File: config.mk
export PLATFORM = sky130hd
export DESIGN_NAME = pls_cell
export DESIGN_NICKNAME = d
export VERILOG_FILES = /design/src/hdl/pls_pkg.sv /design/src/hdl/pls_cell.sv
export SDC_FILE = /design/constraint.sdc
export NUM_CORES = 1
export LEC_CHECK = 0
export ABC_AREA = 1
export BUFFER_PORTS_ARGS = -buffer_cell sky130_fd_sc_hd__clkbuf_2
export CAP_MARGIN = 0
export CORE_ASPECT_RATIO = 1.75
export CORE_MARGIN = 2
export CORE_UTILIZATION = 40
export CTS_CLUSTER_DIAMETER = 120
export CTS_CLUSTER_SIZE = 24
export DETAILED_ROUTE_END_ITERATION = 10
export PLACE_DENSITY_LB_ADDON = 0.15
export SYNTH_ARGS = -nofsm -noshare
export SYNTH_HDL_FRONTEND = slang
export SYNTH_SLANG_ARGS = --single-unit
File: constraint.sdc
create_clock -name clock -period 2.6 [get_ports clock]
set_input_delay 0.26 -clock clock [delete_from_list [all_inputs] [get_ports clock]]
set_output_delay 0.26 -clock clock [all_outputs]
set_load 0.01 [all_outputs]
File: src/hdl/pls_pkg.sv
// ----------------------------------------------------------------------------
// pls_pkg: shared types and constants for the positional list store
// Word layouts for the request and response channels, cell command format,
// operation and status codes, and the sizes derived from the list capacity.
// ----------------------------------------------------------------------------
package pls_pkg;

   // list capacity and derived widths
   localparam int CAPACITY = 64;
   localparam int IDX_W    = (CAPACITY > 1) ? $clog2(CAPACITY) : 1;
   localparam int COUNT_W  = $clog2(CAPACITY + 1);
   localparam int CMP_W    = ((COUNT_W > 7) ? COUNT_W : 7) + 1;
   localparam int DATA_W   = 32;

   // request kinds
   localparam logic [2:0] KIND_PUSH_FRONT = 3'd0;
   localparam logic [2:0] KIND_PUSH_BACK  = 3'd1;
   localparam logic [2:0] KIND_INSERT     = 3'd2;
   localparam logic [2:0] KIND_POP_FRONT  = 3'd3;
   localparam logic [2:0] KIND_POP_BACK   = 3'd4;
   localparam logic [2:0] KIND_REMOVE     = 3'd5;
   localparam logic [2:0] KIND_READ       = 3'd6;

   // response status
   localparam logic [1:0] STAT_OK    = 2'd0;
   localparam logic [1:0] STAT_EMPTY = 2'd1;
   localparam logic [1:0] STAT_FULL  = 2'd2;
   localparam logic [1:0] STAT_BAD   = 2'd3;

   // cell operations
   localparam logic [1:0] OP_NONE   = 2'd0;
   localparam logic [1:0] OP_INSERT = 2'd1;
   localparam logic [1:0] OP_DELETE = 2'd2;
   localparam logic [1:0] OP_READ   = 2'd3;

   typedef struct packed {
      logic [2:0]               kind;
      logic [6:0]               position;
      logic signed [DATA_W-1:0] value;
   } req_type;

   typedef struct packed {
      logic signed [DATA_W-1:0] read_value;
      logic [1:0]               status;
      logic [6:0]               entry_count;
      logic                     list_empty;
   } rsp_type;

   // broadcast to every cell of the chain
   typedef struct packed {
      logic                     en;
      logic [1:0]               op;
      logic [IDX_W-1:0]         idx;
      logic signed [DATA_W-1:0] value;
   } cmd_type;

endpackage

File: src/hdl/pls_cell.sv
// ----------------------------------------------------------------------------
// pls_cell: one storage slot of the list chain
// Holds one entry. On insert a cell past the point takes its left neighbor and
// the cell at the point takes the new value; on delete cells at or past it take
// their right neighbor. On read the addressed cell presents its entry on its
// read output, all others zero; the read output holds until the next command.
// ----------------------------------------------------------------------------
module pls_cell (
   input  logic                             clock,
   input  pls_pkg::cmd_type                 cmd,
   input  logic [pls_pkg::IDX_W-1:0]        cell_index,
   input  logic signed [pls_pkg::DATA_W-1:0] left_data,
   input  logic signed [pls_pkg::DATA_W-1:0] right_data,
   output logic signed [pls_pkg::DATA_W-1:0] data_out,
   output logic signed [pls_pkg::DATA_W-1:0] rd_out
);

   logic signed [pls_pkg::DATA_W-1:0] data_ff, data_in;
   logic signed [pls_pkg::DATA_W-1:0] rd_ff, rd_in;
   logic                              at_idx, past_idx;

   assign at_idx   = (cell_index == cmd.idx);
   assign past_idx = (cell_index > cmd.idx);

   // entry update: shift toward back on insert, toward front on delete
   always_comb begin
      data_in = data_ff;
      rd_in   = rd_ff;
      if (cmd.en) begin
         rd_in = '0;
         case (cmd.op)
            pls_pkg::OP_INSERT: begin
               if (past_idx) begin
                  data_in = left_data;
               end else if (at_idx) begin
                  data_in = cmd.value;
               end
            end
            pls_pkg::OP_DELETE: begin
               if (past_idx || at_idx) begin
                  data_in = right_data;
               end
            end
            pls_pkg::OP_READ: begin
               if (at_idx) begin
                  rd_in = data_ff;
               end
            end
            default: begin
               data_in = data_ff;
            end
         endcase
      end
   end

   always_ff @(posedge clock) begin
      data_ff <= data_in;
      rd_ff   <= rd_in;
   end

   assign data_out = data_ff;
   assign rd_out   = rd_ff;

endmodule

Word-level counts from Yosys, hierarchy flattened
Cells that the tools add are included.

cells by class
  muxes and demuxes = 4
  magnitude comparators = 1
  reduce and logical (&&, ||, !) cells = 4
  equality and inequality tests = 6

operators by type and width
  operator                                                         number
  32-bit two-way mux                                               3
  32-bit case mux with 2 select lines                              1
  6-bit == test                                                    1
  6-bit > comparator                                               1
  2-bit == test, second input constant                             2
  4-bit AND reduction                                              1
  3-bit != test, second input constant                             1
  2-bit by 1-bit == test with 1-bit output, second input constant  1
  2-bit != test, second input constant                             1
  2-bit AND reduction                                              1
  2-bit nonzero test                                               1
  1-bit logical OR                                                 1

storage, ports and cells
  bits in registers = 64
  word-level logic and storage cells = 17
  bits of input ports = 112

Logic depth before layout (Yosys ltp)
  word-level depth = 4
  gate-level depth with buffers = 12
  mapped depth without buffers = 11

Least setup slack after synthesis
No wires, ideal clock.

  kind = input to register
  start = input cmd[37] (netlist bit)
  end = register data_ff, in the netlist data_out[0], enable pin
  path slack = 0.345 ns
  stages on the path = 9
  data arrival time = 1.868 ns
  path buffers = 1
  cells stage by stage = inv_1 ha_1 nand2_1 nor2_4 nand3_4 buf_2 nand4_1 nand3_1 inv_1

on the way
  cells in the longest elaborated chain, start to end = 4
  elaborated cells on any way between the ends = 6
  classes of those cells = 1 x order compare; 3 x eq/ne; 2 x reduce/logical

ends and longest elaborated chain
  element                                                     line                            source
  start: declaration                                          pls_cell.sv:10                  input pls_pkg::cmd_type cmd,
  6-bit > comparator / 6-bit == test (equally long branches)  pls_cell.sv:23, pls_cell.sv:22
  1-bit logical OR                                            pls_cell.sv:40                  if (past_idx || at_idx) begin
  2-bit != test (no source line)                              --
  4-bit AND reduction (no source line) (*)                    --
  end signal: assignment                                      pls_cell.sv:57                  data_ff <= data_in;
  end: declaration                                            pls_cell.sv:18                  logic signed [pls_pkg::DATA_W-1:0] data_ff, data_in;

Mark *: on every way between the ends. The rest lies on a longest branch, timed or not.
A chain may end at the register's enable or synchronous reset.

Worst setup path in the final report
  start = input cmd[37] (netlist bit)
  end = register rd_ff, in the netlist rd_out[8], data pin

on the way
  cells in the longest elaborated chain, start to end = 2

ends and longest elaborated chain
  element                               line            source
  6-bit == test                         pls_cell.sv:22  assign at_idx = (cell_index == cmd.idx);
  2-bit AND reduction (no source line)  --
  end signal: assignment                pls_cell.sv:58  rd_ff <= rd_in;
  end: declaration                      pls_cell.sv:19  logic signed [pls_pkg::DATA_W-1:0] rd_ff, rd_in;

No other way between the ends.

==> impl_metrics.ini <==
[detailed_routing]
vias = 3095
drt_iter0_drc = 132
finalWirelength_um = 8602
antenna_left = 0
drtPass1Iterations = 4
drt-wirelength-per-cell_um = 12.22
vias_per_cell = 4.396
remaining_drc_errors = 0

[sta]
setup_viol = 0
rsz0062_at_grt = no
finalSetupTns_ns = 0
clock_skew_ns = 0.004696
final-hold-violation-count = 0
tightest_slew_ns = 0.5861
relSlewSlack_pct = 60.93
drv_slew = 0
hold_slack_ns = 0.2082
fin_crit_sh_pct = 67.57
max_clock_freq_mhz = 569.2
fin_crit_ns = 1.757

[global_route]
grt_max_degree = 34
grt_pass1_vias = 2956
grt_overflow = 0
grt_pass1_wl_um = 13100
antenna_found_initial = 0
grtUsageTotal_pct = 18.18

[clock_tree]
cts_root_buf = clkbuf_16
path_clk_slew_ns = 0.05
cts_buffer_depth = 2
clock_latency_ns = 0.32
cts_tree = built
clock-sinks = 64
cts_made_buffers = 9
ctsHoldBuffers = 0
htreeDepth = 3
postCtsSetupBuffers = 0
cts_resized = 0

[power]
ir_worst_vdd_mv = 0.3183
total_power_mw = 2.884
powerDensity_nw_per_um2 = 601.1
leakagePower_nw = 2.708

[final_layout]
area_delta_synth_final_pct = 35.14
drive_gt1_share_pct = 39.18
antennaDiodeCount = 0
final_nets = 701

[run]
cap_violations = 0

[critical_path]
slowest_delay_ns = 0.57
crit_required_ns = 2.76
crit_fanout = 32
critical_path_class = primary input to register
cp_data_arrival_time_ns = 1.92
slowest_stage = nand3b_4
path_cells = clkbuf_2, inv_1, ha_1, nand2_1, nor2_4, nand3_4, nand3b_4, nor2_2
crit_path_start_kind = primary input
cp-end-kind = register
r2r_slack_ns = 1.80

[run_status]
status = finished, final reports clean

[place]
io_buffers = 175
gp_congestion = 0.8103
hpwl_um = 6705

[die]
io_pins = 176
die_h_um = 128.6
start_util_pct = 40.94
die_w_um = 75.21
die_area_um2 = 9674
coreArea_um2 = 8671
row_count = 45

[synth]
ys_types = 20
synth_warnings = 0
syn-instance-count = 408
syn_avg_cell_area_um2 = 8.700
syn_area_um2 = 3550
yosysSeqAreaShare_pct = 54.14
ys_ff_latch = 64
syn_nets = 526

[hold_path]
hp-class = primary input to register
## synthesized netlist by cell type
cell      instances  area [um2]
a21oi_1           1       5.000
buf_1             3       11.26
buf_2             3       15.01
buf_4             2       15.01
buf_6             6       67.56
clkbuf_1          3       11.26
clkbuf_4          1       7.510
edfxtp_1         64        1922
ha_1              6       75.07
inv_1           109       409.1
nand2_1         105       394.1
nand2_2           1       6.260
nand2_4           1       11.26
nand3_1          65       325.3
nand3_4           2       35.03
nand3b_4          1       20.02
nand4_1           1       6.260
nor2_1            2       7.510
nor2_2           31       193.9
nor2_4            1       11.26
## cells in the final DEF (no fill, tap or decap)
cell	count
a21oi_1	1
buf_4	7
bufinv_16	2
clkbuf_16	9
clkbuf_2	175
clkinv_1	4
edfxtp_1	64
ha_1	6
inv_1	109
nand2_1	105
nand2_2	1
nand2_4	1
nand3_1	65
nand3_4	2
nand3b_4	1
nand4_1	1
nor2_1	2
nor2_2	31
nor2_4	1
## critical path, delay by kind of cell
family / cells / cell delay, ns
simple gates: 5 / 1.26
fa+ha+maj: 1 / 0.28
buf+inv: 2 / 0.10
## final cells by class
class	instances	area, um2
Clock buffer	9	225.2
Sequential cell	64	1922
Clock inverter	6	75.07
Timing Repair Buffer	182	928.4
Fill cell	886	3874
Multi-Input combinational cell	217	1091
Tap cell	117	146.4
Inverter	109	409.1
## metrics by stage
stage	instance area, um2	setup slack [ns]	utilization [%]	std cells
finish	4797	0.8431	55.32	704
global route	4797	0.6500	55.32	704
CTS	4797	0.8220	55.32	704
detailed placement	4497	0.4828	51.86	689
global placement	4497	0.5284	51.86	689
floorplan	3550	0.3451	-	408
## where the power goes
part	internal (mW)	switching, mW	total [mW]
clock network	0.818	0.390	1.21
registers	1.21	0.0241	1.23
logic	0.181	0.262	0.442
total	2.21	0.676	2.88
## metal layers
layer / GRT usage, % / routed length (um)
met2: 33.80 / 4825
met4: 7.534 / 142
met1: 19.06 / 3066
met5: 0 / 0
met3: 3.759 / 567
## path summary, 6_finish.rpt
check | start | to | depth (start not counted)
min reg2reg | data_out[5]$_DFFE_PP_ | rd_out[5]$_SDFFCE_PN0P_ | 2
max reg2reg | data_out[29]$_DFFE_PP_ | rd_out[29]$_SDFFCE_PN0P_ | 2
max | cmd[37] | rd_out[8]$_SDFFCE_PN0P_ | 8
min | right_data[19] | data_out[19]$_DFFE_PP_ | 3
## cells by family after synthesis
family | after synthesis | synth area share, %
buffers and inverters | 127 | 15.12
adder cells (fa/ha/maj) | 6 | 2.115
AND/OR/NAND/NOR | 210 | 28.48
flip-flops | 64 | 54.14
AO/OA/AOI/OAI | 1 | 0.1409
## sequential cells by signal, summed over array words and instances, names as in the netlist
| register | count |
|---|---|
| data_out | 32 |
| rd_out | 32 |
Power figures use the tool's default switching activity.
